### src/design/pfm_pkg.sv
// Package for the power channel fault monitor: widths, register indexes,
// reset values and pipeline stage types.
// No dependencies.
`timescale 1ns / 1ps
`default_nettype none

package pfm_pkg;

  localparam int CHANNELS   = 32;
  localparam int CH_IDX_W   = (CHANNELS > 1) ? $clog2(CHANNELS) : 1;
  localparam int CH_W       = 5;
  localparam int VAL_W      = 16;
  localparam int DIFF_W     = VAL_W + 1;
  localparam int CMP_W      = VAL_W + 2;

  localparam int IN_DATA_W  = 72;
  localparam int OUT_DATA_W = 8;
  localparam int CFG_IDX_W  = 2;
  localparam int CFG_DATA_W = 32;

  localparam logic [CFG_IDX_W-1:0] REG_POWER_STEP   = 2'd0;
  localparam logic [CFG_IDX_W-1:0] REG_VOLTAGE_STEP = 2'd1;
  localparam logic [CFG_IDX_W-1:0] REG_DISABLE_MASK = 2'd2;

  localparam logic [VAL_W-1:0]      POWER_STEP_RST   = 16'd1000;
  localparam logic [VAL_W-1:0]      VOLTAGE_STEP_RST = 16'd1000;
  localparam logic [CFG_DATA_W-1:0] DISABLE_MASK_RST = 32'h0001_ffff;
  localparam logic [VAL_W-1:0]      CURRENT_LIM_RST  = 16'd1000;

  localparam logic OP_SAMPLE = 1'b0;
  localparam logic OP_LIMIT  = 1'b1;

  typedef logic signed [VAL_W-1:0]  sval_t;
  typedef logic signed [DIFF_W-1:0] diff_t;

  typedef struct packed {
    logic            vld;
    logic            op;
    logic            in_range;
    logic            primed;
    logic            on_both;
    logic [CH_W-1:0] ch;
    sval_t           p;
    sval_t           v;
    sval_t           c;
    sval_t           lp;
    sval_t           lv;
    logic [VAL_W-1:0] lim;
  } stage_a_t;

  typedef struct packed {
    logic            vld;
    logic            op;
    logic            elig;
    logic [CH_W-1:0] ch;
    diff_t           dp;
    diff_t           dv;
    logic            cur_over;
  } stage_b_t;

  typedef struct packed {
    logic            vld;
    logic            op;
    logic            elig;
    logic [CH_W-1:0] ch;
    logic            trip;
  } stage_c_t;

endpackage

`default_nettype wire

### src/design/power_channel_fault_monitor.sv
// Power channel fault monitor top level: per-channel state, three-stage
// trip pipeline and configuration registers.
// Depends on pfm_pkg.
//
// Usage:
//   in_*  : sample or limit-write transactions. in_tuser is the op
//           (0 sample, 1 current-limit write). One per cycle if in_tready.
//   out_* : exactly one result per input transaction, in order.
//   cfg_* : register writes (index 0 power step, 1 voltage step,
//           2 disableable mask); cfg_ready is always high. Write only while
//           the pipeline is empty.
//   A transaction passes through the stage A, B and C registers in turn;
//   out_tvalid is the valid bit of stage C. Throughput is one
//   transaction per cycle while the receiver does not stall, set by the
//   read-modify-write of the per-channel register file at the input stage.
//   Reset clears the pipeline, the on and primed bits, loads every current
//   limit with 1000 and the registers with their defaults.
//   When the receiver stalls, the whole pipeline holds and in_tready drops
//   once the output register is full; nothing is lost or repeated.
`timescale 1ns / 1ps
`default_nettype none

module power_channel_fault_monitor (
  input  wire                              clk,
  input  wire                              rst_n,
  input  wire                              in_tvalid,
  output logic                             in_tready,
  // channel[4:0] power[20:5] voltage[36:21] current[52:37]
  // channel_on[53] new_limit[69:54] zero[71:70]
  input  wire  [pfm_pkg::IN_DATA_W-1:0]    in_tdata,
  // op[0]
  input  wire                              in_tuser,
  output logic                             out_tvalid,
  input  wire                              out_tready,
  // trip[0] trip_channel[5:1] zero[7:6]
  output logic [pfm_pkg::OUT_DATA_W-1:0]   out_tdata,
  input  wire                              cfg_valid,
  output logic                             cfg_ready,
  input  wire  [pfm_pkg::CFG_IDX_W-1:0]    cfg_index,
  input  wire  [pfm_pkg::CFG_DATA_W-1:0]   cfg_data
);
  import pfm_pkg::*;

  logic [VAL_W-1:0]      power_step_r;
  logic [VAL_W-1:0]      voltage_step_r;
  logic [CFG_DATA_W-1:0] disable_mask_r;

  logic [VAL_W-1:0] last_power_r   [CHANNELS];
  logic [VAL_W-1:0] last_voltage_r [CHANNELS];
  logic [VAL_W-1:0] cur_lim_r      [CHANNELS];
  logic [CHANNELS-1:0] last_on_r;
  logic [CHANNELS-1:0] primed_r;

  stage_a_t sa_r, sa_nxt;
  stage_b_t sb_r, sb_nxt;
  stage_c_t sc_r, sc_nxt;

  logic                advance;
  logic                accept;
  logic [CH_W-1:0]     in_ch;
  logic [CH_IDX_W-1:0] idx;
  logic                in_range;
  logic                in_on;

  assign advance   = !sc_r.vld || out_tready;
  assign in_tready = advance;
  assign accept    = in_tvalid && in_tready;
  assign cfg_ready = 1'b1;

  assign in_ch    = in_tdata[4:0];
  assign in_on    = in_tdata[53];
  assign idx      = in_ch[CH_IDX_W-1:0];
  assign in_range = (32'(in_ch) < 32'(CHANNELS));

  // configuration registers
  always_ff @(posedge clk) begin
    if (!rst_n) begin
      power_step_r   <= POWER_STEP_RST;
      voltage_step_r <= VOLTAGE_STEP_RST;
      disable_mask_r <= DISABLE_MASK_RST;
    end else if (cfg_valid && cfg_ready) begin
      unique case (cfg_index)
        REG_POWER_STEP:   power_step_r   <= cfg_data[VAL_W-1:0];
        REG_VOLTAGE_STEP: voltage_step_r <= cfg_data[VAL_W-1:0];
        REG_DISABLE_MASK: disable_mask_r <= cfg_data;
        default: ;
      endcase
    end
  end

  // per-channel state: read and update at the input stage
  always_ff @(posedge clk) begin
    if (!rst_n) begin
      last_on_r <= '0;
      primed_r  <= '0;
      for (int i = 0; i < CHANNELS; i++) begin
        cur_lim_r[i] <= CURRENT_LIM_RST;
      end
    end else if (accept && in_range) begin
      if (in_tuser == OP_LIMIT) begin
        cur_lim_r[idx] <= in_tdata[69:54];
      end else begin
        last_on_r[idx] <= in_on;
        primed_r[idx]  <= 1'b1;
      end
    end
  end

  always_ff @(posedge clk) begin
    if (accept && in_range && in_tuser == OP_SAMPLE) begin
      last_power_r[idx]   <= in_tdata[20:5];
      last_voltage_r[idx] <= in_tdata[36:21];
    end
  end

  // stage A: capture sample and stored state
  always_comb begin
    sa_nxt          = sa_r;
    sa_nxt.vld      = accept;
    sa_nxt.op       = in_tuser;
    sa_nxt.in_range = in_range;
    sa_nxt.primed   = primed_r[idx];
    sa_nxt.on_both  = in_on && last_on_r[idx];
    sa_nxt.ch       = in_ch;
    sa_nxt.p        = sval_t'(in_tdata[20:5]);
    sa_nxt.v        = sval_t'(in_tdata[36:21]);
    sa_nxt.c        = sval_t'(in_tdata[52:37]);
    sa_nxt.lp       = sval_t'(last_power_r[idx]);
    sa_nxt.lv       = sval_t'(last_voltage_r[idx]);
    sa_nxt.lim      = cur_lim_r[idx];
  end

  // stage B: steps and current compare
  always_comb begin
    sb_nxt          = sb_r;
    sb_nxt.vld      = sa_r.vld;
    sb_nxt.op       = sa_r.op;
    sb_nxt.ch       = sa_r.ch;
    sb_nxt.elig     = sa_r.in_range && (sa_r.op == OP_SAMPLE) && sa_r.primed
                      && sa_r.on_both && disable_mask_r[sa_r.ch];
    sb_nxt.dp       = DIFF_W'(sa_r.p) - DIFF_W'(sa_r.lp);
    sb_nxt.dv       = DIFF_W'(sa_r.v) - DIFF_W'(sa_r.lv);
    sb_nxt.cur_over = $signed(DIFF_W'(sa_r.c)) > $signed({1'b0, sa_r.lim});
  end

  // stage C: step limits and trip decision
  logic signed [CMP_W-1:0] dp_x, dv_x, plim_x, vlim_x;
  logic                    p_exc, v_exc;

  always_comb begin
    dp_x   = CMP_W'(sb_r.dp);
    dv_x   = CMP_W'(sb_r.dv);
    plim_x = $signed({2'b00, power_step_r});
    vlim_x = $signed({2'b00, voltage_step_r});
    p_exc  = (dp_x > plim_x) || (dp_x < -plim_x);
    v_exc  = (dv_x > vlim_x) || (dv_x < -vlim_x);
    sc_nxt      = sc_r;
    sc_nxt.vld  = sb_r.vld;
    sc_nxt.op   = sb_r.op;
    sc_nxt.elig = sb_r.elig;
    sc_nxt.ch   = sb_r.ch;
    sc_nxt.trip = sb_r.elig && (p_exc || v_exc || sb_r.cur_over);
  end

  always_ff @(posedge clk) begin
    if (!rst_n) begin
      sa_r.vld <= 1'b0;
      sb_r.vld <= 1'b0;
      sc_r.vld <= 1'b0;
    end else if (advance) begin
      sa_r <= sa_nxt;
      sb_r <= sb_nxt;
      sc_r <= sc_nxt;
    end
  end

  assign out_tvalid = sc_r.vld;
  assign out_tdata  = {2'b00, sc_r.ch, sc_r.trip};

`ifndef SYNTH
  a_limit_no_trip: assert property (@(posedge clk) disable iff (!rst_n)
    sc_r.vld && sc_r.op == OP_LIMIT |-> !sc_r.trip)
    else $error("limit write produced a trip");

  a_inelig_no_trip: assert property (@(posedge clk) disable iff (!rst_n)
    sc_r.vld && !sc_r.elig |-> !sc_r.trip)
    else $error("trip on ineligible sample");

  a_primed_set: assert property (@(posedge clk) disable iff (!rst_n)
    accept && in_range && in_tuser == OP_SAMPLE |=> primed_r[$past(idx)])
    else $error("sample did not prime its channel");

  a_stall_hold: assert property (@(posedge clk) disable iff (!rst_n)
    !advance |=> $stable(sb_r.vld) && $stable(sb_r.ch) && $stable(sb_r.elig)
      && $stable(sb_r.cur_over) && $stable(sc_r))
    else $error("pipeline moved during stall");
`endif

endmodule

`default_nettype wire

### config.mk
export PLATFORM = sky130hd
export DESIGN_NAME = power_channel_fault_monitor
export DESIGN_NICKNAME = d
export VERILOG_FILES = /design/src/design/pfm_pkg.sv /design/src/design/power_channel_fault_monitor.sv
export SDC_FILE = /design/constraint.sdc
export NUM_CORES = 2
export LEC_CHECK = 0
export BUFFER_PORTS_ARGS = -buffer_cell sky130_fd_sc_hd__buf_2
export CORE_ASPECT_RATIO = 0.75
export CORE_MARGIN = 2
export CORE_UTILIZATION = 57
export DETAILED_ROUTE_END_ITERATION = 8
export PLACE_DENSITY = 0.85
export RECOVER_POWER = 100
export REMOVE_ABC_BUFFERS = 1
export SLEW_MARGIN = 20
export SYNTH_ARGS = -nofsm -noshare
export SYNTH_HDL_FRONTEND = slang
export SYNTH_SLANG_ARGS = --single-unit
### constraint.sdc
create_clock -name clk -period 6.43 [get_ports clk]
set_input_delay 0.643 -clock clk [delete_from_list [all_inputs] [get_ports clk]]
set_output_delay 0.643 -clock clk [all_outputs]
set_load 0.02 [all_outputs]
==> results.md <==
- Max-slew headroom: -158%
- CTS clk-pin slew, worst paths: 0.06 ns
- Gr ovfl total: 0
- Core area: 131,000 sq um
- Mux share of post-synthesis cell area: 12.4%
- Max-cap viol count: 46
- Overall routing resource usage: 30.7%
- Dpl hpwl: 113 mm
- Post-synth EDFFs: 1,687
- Period utilization: 79.0%
- Max clock buf depth: 3
- Reg2reg start: out_tvalid
- First-pass GRT wire length: 299 mm
- Largest net degree at the start of global routing: 94
- Seq/Total Area, Yosys: between 70% and 80%
- Status: finished, violations left
- Die X: roughly 420 um
- Num rows: roughly 120
- # nets final: roughly 4,700
- Setup bufs post-CTS: 0
- Most common flop cell mapped by yosys: edfxtp_1
- Hold Startpoint: cfg_data[16]
- TritonRoute pass-1 iters: 9
- Crit Path Class: flop to flop
- CP Max Fanout: 20
- Synth area leaders: edfxtp_1 (67%), mux4_2 (12%), dfxtp_1 (3.5%), and2_1 (2.7%), a22oi_1 (2.0%)
- Clock skew: between 0.03 and 0.04 ns
- Worst-Margin Slew: ~3.9 ns
- Arrival time of the worst setup path: ~5.5 ns
- Power per standard cell area: 303 nW/um^2
- Vias/cell: ~6.9
- CTS buffer count: 163
- Avg Cell Area, Syn: 17.4 sq um
- Post-Route WL: 208 mm
- Post-DP Area: 77,900 sq um
- Synth warn: 0
- IO Count: 123
- Commonest non-fill, non-tap cell in the layout: edfxtp_1
- Synth cell types: 62
- Fmax: 0.197 GHz
- Final setup vio count: 0
- Resize count post-CTS: 0
- Synth-to-layout area growth: 10.6%
- Asr flop ratio synth: 0%
- Synthesized-area fraction occupied by adder cells: under 10%
- CTS H-Tree Depth: 4
- FF+latch count, synth: 1,818
- Antenna Nets Post-Route: 0
- Most frequent cells in the layout: edfxtp_1 (1,687), mux4_2 (410), and2_0 (231), a22oi_1 (199), or3_1 (196)
- Initial Utilization: 57.4%
- Number of clock sinks: 1,818
- Detailed-route via count: ~44,000
- Core Util, Final: 63.4%
- Post-Synth XOR/XNOR Area: 0.571%
- Compound-Gate Fraction of Synth Area: roughly 4.7%
- VDD IR max: 0.237 mV
- Slew Limit Fails: 1,160
- Leakage: 26.4 nW
- Simple-gate portion of the synthesized area: under 10%
- Initial antenna violation count: 25
- Crit path launch: out_tvalid
- Final worst-path setup slack: 1.35 ns
- Place WS: 2.18 ns
- Number of global-route vias before repair: approximately 43,000
- Violation count after the first detailed-route iteration: just under 8,000
- Number of fillers in the final layout: 8,448
- Min-Delay Path Class: primary input to flop
- Placer Congestion: 0.884
- Die area: 135,000 sq um
- Syn Inst Count: 4,307
- Clock latency on the worst-skew pair: 0.81 ns
- Crit. End Element: flop
- Top-area cell type share of the netlist area: 67.4%
- Design Power: 25.1 mW
- Residual DRC count: 1
- Hold Violations, Final: 0
- Data required time of the worst path: 6.89 ns
- Fin area: 83,100 sq um
- RSZ-0062 raised after global routing: no
- CTS Hold Bufs: 13
- Layout cell share with drive strength beyond 1: 17.5%
- WL per Instance: about 33 um
- CP startpoint kind: flop
- Cell taking the most area after synthesis: edfxtp_1
- Die Y: around 320 um
- Failing checks: DRC, capacitance limit, slew limit
- Root Driver: clkbuf_16
- TritonCTS clock tree: yes
- Post-layout min period: roughly 5.1 ns
- Mapped Area: ~75,000 sq um
- Port Buffers: about 120
- Main combinational cell family by area after synthesis: multiplexers
==> cells by family after synthesis <==
group | count (synthesis)
xor+xnor | 49
buf+inv | 400
mux | 415
simple gates | 994
flops | 1818
fa+ha+maj | 119
other cells | 2
compound gates | 510
==> metrics by stage <==
stage | TNS, ns | hold WS, ns | std cells
2_1_floorplan | -431.98 | 0.400 | 4019
3_3_place_gp | 0 | 0.403 | 5998
3_5_place_dp | 0 | 0.409 | 6000
4_1_cts | 0 | 0.000676 | 6311
5_1_grt | 0 | 0.0517 | 6323
6_report | 0 | 0.0640 | 6332
==> state kept, by name, summed over array words and instances, names as in the netlist, 8 cells and up <==
signal and flops:
cur_lim_r 512, sa_r 105, primed_r 32, voltage_step_r 16, power_step_r 16, last_power_r 512, disable_mask_r 32, last_on_r 32
dp_x 17, last_voltage_r 512, dv_x 17, sb_r 8
==> metal layers <==
layer | vias up | global-route usage (%) | share of wire, %
met5 | - | 0 | 0.027
met4 | 10 | 14.1 | 5.0
li1 | 17300 | - | -
met2 | 3947 | 45.8 | 45
met1 | 21700 | 41.4 | 34
met3 | 743 | 10.1 | 16
==> path summary, 6_finish.rpt <==
kind / to / slack (ns) / depth (start not counted)
setup / recovery: last_voltage_r[8][11] / 1.35 / 5
hold / removal: disable_mask_r[16] / 0.06 / 3
setup reg to reg: last_voltage_r[8][11] / 1.35 / 5
hold reg to reg: out_tdata[2] / 0.42 / 0
==> worst max-delay path, cell delays in order (launching register included) <==
cell,delay [ns]
dfxtp_1,0.31
nand2b_1,0.20
and3b_1,0.41
nand2_1,0.59
nor2_1,2.55
buf_4,0.65
==> final cells by class <==
cell class / count / area, sq um / share of cell area, %
inverters: 111 / 417 / 0.502
clock buffers: 201 / 4320 / 5.20
flip-flops and latches: 1818 / 53300 / 64.1
multi-input cells: 2090 / 20300 / 24.4
repair buffers: 244 / 1360 / 1.63
diodes: 16 / 40.0 / 0.0482
well taps: 1755 / 2200 / 2.64
clock inverters: 97 / 1150 / 1.39
==> power by group <==
part	internal, mW	total (mW)	switching [mW]
logic	0.575	1.72	1.15
clock network	5.63	10.1	4.50
registers	13.2	13.3	0.119
==> cell usage after synthesis, drive strengths merged, types with 4 or more instances <==
| library cell | count |
|---|---|
| nor2b | 13 |
| nor4 | 13 |
| a21oi | 40 |
| nand2 | 182 |
| a22oi | 199 |
| a31oi | 5 |
| nand4 | 64 |
| buf | 67 |
| xnor2 | 44 |
| a21o | 15 |
| nand3b | 4 |
| or3 | 196 |
| ha | 117 |
| nand3 | 41 |
| and2 | 323 |
| a221oi | 4 |
| mux4 | 410 |
| xor2 | 5 |
| dfxtp | 131 |
| inv | 111 |
| o21ai | 92 |
| o211ai | 16 |
| a211oi | 7 |
| nor2 | 104 |
| nand2b | 9 |
| mux2i | 4 |
| nor3 | 22 |
| edfxtp | 1687 |
| clkbuf | 222 |
| and3b | 5 |
| o21a | 39 |
| a21boi | 74 |
No activity file was read; power rests on OpenSTA's default activity.
